### src/hw/rtl/stmc_ram.sv
// ----------------------------------------------------------------------------
// stmc_ram
// Generic single write, single read RAM with registered read data.
// ----------------------------------------------------------------------------
module stmc_ram #(
  parameter int WIDTH = 8,
  parameter int DEPTH = 16,
  parameter int ADDR_W = (DEPTH > 1) ? $clog2(DEPTH) : 1
) (
  input  logic              clk_i,
  input  logic              we_i,
  input  logic [ADDR_W-1:0] waddr_i,
  input  logic [WIDTH-1:0]  wdata_i,
  input  logic [ADDR_W-1:0] raddr_i,
  output logic [WIDTH-1:0]  rdata_o
);

  logic [WIDTH-1:0] mem_q [DEPTH];

  // Write port
  always_ff @(posedge clk_i) begin
    if (we_i) begin
      mem_q[waddr_i] <= wdata_i;
    end
  end

  // Registered read port
  always_ff @(posedge clk_i) begin
    rdata_o <= mem_q[raddr_i];
  end

endmodule

### config.mk
export PLATFORM = sky130hd
export DESIGN_NAME = stmc_ram
export DESIGN_NICKNAME = d
export VERILOG_FILES = /design/src/hw/rtl/stmc_ram.sv
export SDC_FILE = /design/constraint.sdc
export NUM_CORES = 1
export LEC_CHECK = 0
export ABC_AREA = 1
export BUFFER_PORTS_ARGS = -buffer_cell sky130_fd_sc_hd__buf_2
export CAP_MARGIN = 15
export CORE_UTILIZATION = 47
export CTS_CLUSTER_DIAMETER = 80
export DETAILED_ROUTE_END_ITERATION = 8
export GPL_TIMING_DRIVEN = 0
export SETUP_SLACK_MARGIN = 0.5
export SLEW_MARGIN = 0
export SYNTH_ARGS = -nofsm -noshare
export SYNTH_HDL_FRONTEND = slang
export SYNTH_SLANG_ARGS = --single-unit
export TNS_END_PERCENT = 5
### constraint.sdc
create_clock -name clk_i -period 1.65 [get_ports clk_i]
set_input_delay 0.2475 -clock clk_i [delete_from_list [all_inputs] [get_ports clk_i]]
set_output_delay 0.2475 -clock clk_i [all_outputs]
set_load 0.01 [all_outputs]
# Word level (Yosys, flattened, before mapping)
# Memory sizes are Yosys's and may differ from the RTL's. A register that Yosys moved wholly into a read port is not among the register bits.
# Cells that the tools add are included.
word_totals:
  register_bits: 0
  ram_bits: 128
  out_inout_bits: 8
  memories: 1
op_classes:
  muxes: 2
mem_list:
  columns: ["memory", "words", "word_bits", "rd", "rd_clocked_by_memory_dff", "wr", "line_no", "source"]
  rows:
  - ["mem_q", 16, 8, 1, 1, 1, "18", "logic [WIDTH-1:0] mem_q [DEPTH];"]
ops:
  columns: ["cell", "n"]
  rows:
  - ["$mux W1", 2]

# Logic depth before layout (Yosys ltp)
logic_depth:
  depth_word: 2
  depth_mapped: 8
  depth_no_buf: 7

# Worst setup path after synthesis
# OpenSTA, ideal clock, no wires.
synth_path:
  kind: "input -> register"
  start: "in waddr_i[2]"
  end: "mem mem_q[10][0], enable pin"
  t_arrival_ns: 0.828
  required_ns: 1.280
  setup_slack_ns: 0.452
  stages: 2
  path_buffers: 0
  cell_sequence: "nand3b_1 nor2_1"
synth_rtl:
  columns: ["element", "line_no", "source"]
  rows:
  - ["start: declaration", "12", "input logic [ADDR_W-1:0] waddr_i,"]
  - ["end: declaration", "18", null]
# No word-level cell before the write port.

# Final worst setup path
layout_path:
  start: "in waddr_i[3]"
  end: "mem mem_q[4][2], enable pin"
# No word-level cell before the write port.

==> flow_summary.json <==
{
  "final.setup.tns_ns": 0,
  "slowest_stage": "nor2_1",
  "path_cells": "buf_2 -> nand3b_1 -> nor2_1",
  "powerDensity_nw_per_um2": 1240,
  "synth_cells": 551,
  "antenna_found_initial": 0,
  "yosysTopAreaCell": "edfxtp_1",
  "cp-start-kind": "input port",
  "grt_max_degree": 17,
  "area_growth_pct": 15.7,
  "min_period_over_period_pct": 79.8,
  "finalWirelength_um": 13800,
  "dr.pass1.iters": 5,
  "cp_top_family": "simple AND/OR/NAND/NOR gates",
  "fillCellCount": 1019,
  "synth_area_um2": 5770,
  "hold_buffers": 0,
  "h-tree-depth": 4,
  "slowest_delay_ns": 0.73,
  "port_buffers": 22,
  "setup_slack_ns": 0.334,
  "crit_path_end_kind": "flip-flop",
  "hp-class": "input port to flip-flop",
  "grt_pass1_vias": 3803,
  "grt_pass1_wl_um": 21500,
  "clk_latency_ns": 0.42,
  "synth.most_common_cell": "nand2_1",
  "async_flop_share_pct": 0,
  "setup_viol_count_final": 0,
  "synth_nets": 569,
  "synthTopCellsByCount": "nand2_1 (173), edfxtp_1 (128), inv_1 (100), nand3_1 (97), nor2_1 (17)",
  "routed_via_density": 5.16,
  "die_x_um": 113,
  "worstMarginPinSlew_ns": 0.951,
  "overflow": 0,
  "num-nets-final": 610,
  "drt_iter0_drc": 248,
  "core_um2": 12000,
  "hold_violations": 0,
  "cts_root_buf": "clkbuf_16",
  "cp_max_fo": 8,
  "start_util_pct": 48.2,
  "drive_gt1_share_pct": 12.7,
  "criticalPathCategory": "input port to flip-flop",
  "clk_pin_slew_worst_paths_ns": 0.06,
  "clock_path_buffers": 2,
  "clock_sinks": 136,
  "synth_edf_count": 128,
  "yosys_warnings": 0,
  "drtAntennaViolNets": 0,
  "grtUsageTotal_pct": 24.1,
  "cts_buffers": 17,
  "p_leak_uw": 0.00290,
  "finClkSkew_ns": 0.00382,
  "status": "finished, final reports clean",
  "maxCapViolCount": 0,
  "place.gp.congestion": 0.888,
  "ys_types": 12,
  "fmaxAchievable_mhz": 760,
  "rsz0062_at_grt": "true",
  "ys_seq_area_share_pct": 69.4,
  "dpl.hpwl_um": 8990,
  "wire_per_inst_um": 18.3,
  "synth_top_cell_area_share_pct": 66.7,
  "rows": 40,
  "place_ws_ns": -0.146,
  "peakVddDrop_mv": 0.714,
  "final_period_minus_worst_setup_slack_ns": 1.32,
  "drcViolationCount": 0,
  "cp.required_ns": 1.69,
  "slew_headroom_pct": 36.3,
  "dieArea_um2": 12700,
  "worst-path-buf-inv": 1,
  "ys_seq_elements": 136,
  "vias": 3877,
  "worstPathArrival_ns": 1.36,
  "syn_area_per_cell_um2": 10.5,
  "synthTopCellsByArea": "edfxtp_1 (67%), nand2_1 (11%), nand3_1 (8.4%), inv_1 (6.5%), dfxtp_1 (2.8%)",
  "finish.instance_area_um2": 6670,
  "synth_ff_type": "edfxtp_1",
  "tritoncts": "built",
  "maxSlewViolCount": 0,
  "placed_area_um2": 6060,
  "diodes": 0,
  "cts_setup_buffers": 0,
  "io_pins": 26,
  "die_h_um": 113
}
==> power breakdown <==
part	switching, µW	internal [µW]
combinational	361	148
sequential	18.6	3860
clock	1370	2500
total	1750	6510
==> layer usage <==
layer  vias up  global-route usage, %  part of all wire [%]
met3        21                   6.53                   7.2
met5         -                      0                     0
met4         0                   11.5                   2.4
met1      1827                   32.1                    44
li1       1865                      -                     -
met2       164                   36.9                    46
==> final cells by class <==
| class | count | area, µm² | share of cell area [%] |
|---|---|---|---|
| Buffer | 24 | 166 | 2.49 |
| Inverter | 102 | 383 | 5.74 |
| Multi-Input combinational cell | 289 | 1220 | 18.3 |
| Clock buffer | 17 | 425 | 6.37 |
| Clock inverter | 14 | 183 | 2.74 |
| Timing Repair Buffer | 22 | 110 | 1.65 |
| Sequential cell | 136 | 4000 | 60.0 |
| Tap cell | 147 | 184 | 2.76 |
==> cells by family (layout without fill, tap and decap cells) <==
group | count (synthesis) | count (layout) | synth area share [%]
buffers and inverters | 126 | 179 | 9.52
DFF | 136 | 136 | 69.4
and+or+nand+nor | 289 | 289 | 21.0
==> repair_timing <==
action / in CTS / in global routing
pin swaps: 0 / 0
resized for setup: 1 / 1
endpoints found under the setup margin: 80 / 114
==> worst register-to-register path: cells and delay by family, from the launching register on <==
kind	cells	cell delay (ns)
buffers and inverters	1	0.06
AND/OR/NAND/NOR	5	0.52
flip-flops	1	0.37
==> through the flow <==
step | total power, µW | hold slack [ns] | cells | util, %
CTS | 8290 | 0.240 | 751 | 55.8
detailed placement | 4460 | 0.640 | 720 | 50.7
global placement | 4440 | 0.643 | 720 | 50.7
floorplan | 4240 | 0.346 | 551 | -
global route | 8510 | 0.247 | 751 | 55.8
finish | 8260 | 0.258 | 751 | 55.8
==> final timing paths <==
path,end,cells after the start,start,slack [ns]
worst max-delay path,mem_q[4][2]$_DFFE_PP_,3,waddr_i[3],0.33
worst min-delay path,rdata_o[3]$_DFF_P_,3,raddr_i[3],0.26
worst max register to register,rdata_o[2]$_DFF_P_,6,mem_q[9][2]$_DFFE_PP_,0.57
worst min register to register,rdata_o[2]$_DFF_P_,6,mem_q[6][2]$_DFFE_PP_,0.70
==> cell usage in the layout, fill, tap and decap left out <==
| cell type | instances |
|---|---|
| nor2_1 | 15 |
| clkinv_2 | 2 |
| nand3_1 | 97 |
| inv_2 | 2 |
| nand2_1 | 173 |
| buf_2 | 35 |
| dfxtp_1 | 8 |
| clkinv_4 | 3 |
| clkinv_1 | 3 |
| nand3b_1 | 2 |
| nor2_2 | 2 |
| buf_1 | 1 |
| clkinvlp_4 | 2 |
| clkbuf_16 | 17 |
| bufinv_16 | 4 |
| inv_1 | 100 |
| edfxtp_1 | 128 |
| buf_6 | 6 |
| buf_4 | 4 |
==> registers in the layout, summed over array words and instances, names as in the netlist <==
register and flops:
mem_q 128, rdata_o 8
No activity file was read; power rests on OpenSTA's default activity.
