`src/hw/rtl/stmc_alu.sv`:
```
// ----------------------------------------------------------------------------
// stmc_alu
// Shared saturating add and less-than compare used by the merge, relax and scan steps.
// ----------------------------------------------------------------------------
module stmc_alu #(
  parameter int COST_BITS = 48
) (
  input  logic [COST_BITS-1:0]                          a_i,
  input  logic [((COST_BITS > 32) ? COST_BITS : 32)-1:0] b_i,
  input  logic [COST_BITS-1:0]                          cmp_i,
  output logic [COST_BITS-1:0]                          sum_o,
  output logic                                          less_o
);

  localparam int BW = (COST_BITS > 32) ? COST_BITS : 32;
  localparam int SW = BW + 1;

  logic [SW-1:0] a_ext;
  logic [SW-1:0] b_ext;
  logic [SW-1:0] sum;
  logic [SW-1:0] inf_ext;
  logic          sat;

  // Add in a wide word, clamp to the all-ones cost
  assign a_ext   = SW'(a_i);
  assign b_ext   = SW'(b_i);
  assign sum     = a_ext + b_ext;
  assign inf_ext = SW'({COST_BITS{1'b1}});
  assign sat     = (a_ext >= inf_ext) || (b_ext >= inf_ext) || (sum >= inf_ext);
  assign sum_o   = sat ? {COST_BITS{1'b1}} : sum[COST_BITS-1:0];
  assign less_o  = sum_o < cmp_i;

endmodule

```
`config.mk`:
```
export PLATFORM = sky130hd
export DESIGN_NAME = stmc_alu
export DESIGN_NICKNAME = d
export VERILOG_FILES = /design/src/hw/rtl/stmc_alu.sv
export SDC_FILE = /design/constraint.sdc
export NUM_CORES = 1
export LEC_CHECK = 0
export BUFFER_PORTS_ARGS = -buffer_cell sky130_fd_sc_hd__buf_4
export CORE_ASPECT_RATIO = 0.9
export CORE_MARGIN = 5
export CORE_UTILIZATION = 40
export DETAILED_ROUTE_END_ITERATION = 7
export GPL_ROUTABILITY_DRIVEN = 0
export PLACE_DENSITY_LB_ADDON = 0.25
export SLEW_MARGIN = 0
export SYNTH_ARGS = -nofsm -noshare
export SYNTH_HDL_FRONTEND = slang
export SYNTH_SLANG_ARGS = --single-unit
```
`constraint.sdc`:
```
create_clock -name vclk -period 7.14
set_input_delay 1.428 -clock vclk [all_inputs]
set_output_delay 1.428 -clock vclk [all_outputs]
set_load 0.01 [all_outputs]
```
# Yosys cells after proc, flatten, opt, wreduce, memory -nomap -nowiden
# Index checks and enable logic that the tools add are counted.
totals:
  latchBits: 0
  inputBits: 144
  word_cells: 8
  n_memories: 0
  ramBits: 0
  regBits: 0
  mem_bits_ro: 0
  out_inout_bits: 49
classes:
  n_bitwise: 0
  n_shift: 0
  div_mod_pow: 0
  addsub: 1
  reduce_logical: 2
  magnitude_cmp: 4
  n_mux: 1
  n_eq_ne: 0
  mul: 0
op_table:
  columns: ["op", "count"]
  rows:
  - ["$ge 48x48->1 const B", 2]
  - ["$add 48x48->49", 1]
  - ["$ge 49x48->1 const B", 1]
  - ["$lt 48x48->1", 1]
  - ["$mux 48", 1]
  - ["$logic_or 1x1->1", 2]

# Longest topological paths before layout
depth:
  ltp_word: 5
  depth_mapped: 22
  mapped_depth_nobuf: 21

# Worst setup path after synthesis
# OpenSTA, ideal clock, no wires.
synth_path:
  kind: "input to output"
  startpoint: "input a_i[0]"
  endpoint: "output less_o"
  cell_stages: 21
  t_arrival_ns: 5.379
  required_time_ns: 5.712
  path_buffers: 2
  setup_slack_ns: 0.333
  path_cell_list: "ha_1 fa_1 nand3_1 a21oi_1 o211ai_2 o41ai_2 a21oi_1 nor3_1 nor3_2 buf_4 buf_4 nand2_1 ha_1 a21o_1 a21o_1 a21oi_1 o21ai_0 a2111oi_0 nor4_1 a211o_1 nor3_1"
synth_between:
  elab_chain_len: 5
  word_cells_on_any_way: 7
  cone_classes: "add/sub: 1; order compare: 3; mux: 1; reduce/logical: 2"
synth_lines:
  columns: ["element", "line_no", "source"]
  rows:
  - ["from (decl)", "8", "input logic [COST_BITS-1:0] a_i,"]
  - ["$add 48x48->49 or $ge 48x48->1 (tied branches)", "27, 29", null]
  - ["$ge 49x48->1 or $logic_or 1x1->1 (tied branches)", "29", "assign sat = (a_ext >= inf_ext) || (b_ext >= inf_ext) || (sum >= inf_ext);"]
  - ["$logic_or 1x1->1", "29", null]
  - ["$mux 48 *", "30", "assign sum_o = sat ? {COST_BITS{1'b1}} : sum[COST_BITS-1:0];"]
  - ["named net sum_o[9]", "11", "output logic [COST_BITS-1:0] sum_o,"]
  - ["$lt 48x48->1 *", "31", "assign less_o = sum_o < cmp_i;"]
  - ["to (decl)", "12", "output logic less_o"]
# The timed path passes the listed nets; every way through them passes the cells marked *.

# Final worst setup path
layout_path:
  startpoint: "input a_i[0]"
  endpoint: "output less_o"
layout_between:
  elab_chain_len: 5
  word_cells_on_any_way: 7
  cone_classes: "add/sub: 1; order compare: 3; mux: 1; reduce/logical: 2"
layout_lines:
  columns: ["element", "line_no"]
  rows:
  - ["$add 48x48->49 or $ge 48x48->1 (tied branches)", "27, 29"]
  - ["$ge 49x48->1 or $logic_or 1x1->1 (tied branches)", "29"]
  - ["$logic_or 1x1->1", "29"]
  - ["$mux 48 *", "30"]
  - ["$lt 48x48->1 *", "31"]
# Every way passes the cells marked *; elsewhere a longest branch is shown, timed or not.

==> impl_metrics.ini <==
[sta]
fmaxAchievable_mhz = 142
min_period_ns = 7.04
period_share = 0.985
setup_viol = 0
finalHoldViolCount = 0
slew_headroom = 0.641
worst_slew_pin_slew_ns = 0.533
finalMaxSlewViolations = 0
setup_tns_ns = 0

[critical_path]
path_class = in -> out
cpMostUsedCell = buf_4
startpoint_type = input port
end_kind = primary output
arrival_ns = 5.61
cp_top_family = compound AO/OA/AOI/OAI gates
crit_fanout = 3
slowest_delay_ns = 0.35
cp_slowest_cell = fa_2
critical_path_buf_inv_count = 4
timing.critical_path.required_ns = 5.71

[floorplanning]
initial_core_util = 0.411
fp.dieH_um = 110
die_w_um = 122
coreArea_um2 = 10900
dieArea_um2 = 13400
pin_count = 193
rows = 36

[logic_synthesis]
synth.distinct_cells = 57
synth_area_leaders = ha_1 (27%), a21oi_1 (7.9%), nand2_1 (7.8%)
synth_fp_nets = 912
synth_area_per_cell_um2 = 6.67
syn_inst = 672
ys_warn_count = 0
synth_area_leader_cell = ha_1
seq_area_frac_synth = 0
synth_top_area_share = 0.265
syn_area_um2 = 4480

[pwr]
power.leakage_nw = 3.45
power.total_w = 0.000810
max-vdd-ir-drop_mv = 0.0385
power.density_nw_per_um2 = 118

[layout]
drive_gt1_frac = 0.353
num_antenna_cells = 0
mostFrequentLayoutCells = buf_4 (257), nand2_1 (92), ha_1 (85)
fin_nets = 1152
regArea_um2 = 0
design.seq.count = 0
area_delta_synth_final_pct = 53.1
nClkBuffers = 0
layout_commonest_cell = buf_4

[min_path]
hold_class = in -> out

[global_route]
grt_pass1_wl_mm = 27.9
grt_pass1_vias = 5646
grt_max_degree = 28
antenna_found_initial = 0
track_usage = 0.246
grt-ovfl-total = 0

[routing]
wirelength_mm = 18.9
drt-pass1-iter-count = 7
dr_total_vias = 6182
vias_per_cell = 5.82
drtIter0Drc = 533
ant_nets = 0
drc = 0
wl_per_cell_um = 17.8

[placed_design]
io_buffer_count = 193
place_hpwl_mm = 16.4

[job]
cap_violations = 0

[status]
status = finished, final reports clean

[clocking]
hold_buffers = 0
report_power, final:
part	total (W)	switching, W	internal (W)
registers	0	0	0
clock network	0	0	0
logic	0.000810	0.000421	0.000388
stage by stage:
stage / instances / instance area, um2 / util / setup slack (ns) / hold WS, ns
2_1_floorplan: 672 / 4480 / - / 0.333 / 3.07
3_3_place_gp: 1051 / 6460 / 0.592 / -0.0586 / 3.32
3_5_place_dp: 1051 / 6460 / 0.592 / -0.116 / 3.32
4_1_cts: 1051 / 6470 / 0.594 / 0.0116 / 3.32
5_1_grt: 1062 / 6860 / 0.629 / -0.0402 / 3.34
6_report: 1062 / 6860 / 0.629 / 0.104 / 3.34
layer usage:
metal	GRT usage	part of all wire	wire length (um)
met1	0.343	0.43	8040
met2	0.418	0.46	8780
met3	0.0215	0.092	1750
met4	0.0329	0.018	349
met5	0	0	0
layout make-up:
cell class                 count  area (um2)
timing repair buffer         260        1990
inverter                      59         221
tap                          152         190
fill                        1019        4040
multi-input combinational    591        4460
cell usage after synthesis (9+ instances only):
master,count
clkbuf_1,15
inv_1,59
nand2_1,93
xnor2_1,25
nor4_1,10
o211ai_1,9
a21o_1,40
o21ai_0,34
nand3_1,24
nand4_1,43
nor3_1,10
xor2_1,17
a21oi_1,71
ha_1,95
nor2_1,28
logic make-up after synthesis:
group,after synthesis,share of synthesized area
AOI/OAI and AO/OA,212,0.307
xor gates and xnor gates,42,0.0821
adders and majority gates,96,0.270
buffers and inverters,81,0.0720
muxes,4,0.0112
and+or+nand+nor,237,0.258
path summary, 6_finish.rpt:
path,start,to,slack (ns),cells past startpoint
min,cmp_i[0],less_o,3.34,4
max,a_i[0],less_o,0.10,25
tightest hold or removal path, delay by kind of cell:
family,cells,cell delay (ns)
buffers and inverters,2,0.23
AND/OR/NAND/NOR,1,0.16
AO/OA/AOI/OAI,1,0.09
what timing repair did:
| action | in CTS | in global routing |
|---|---|---|
| setup endpoints to repair | 1 | 1 |
| resized for setup | 5 | 55 |
| pin swaps | 1 | 35 |
| setup buffers | 0 | 10 |
| gates cloned | 0 | 1 |
(Power assumes the default switching activity.)
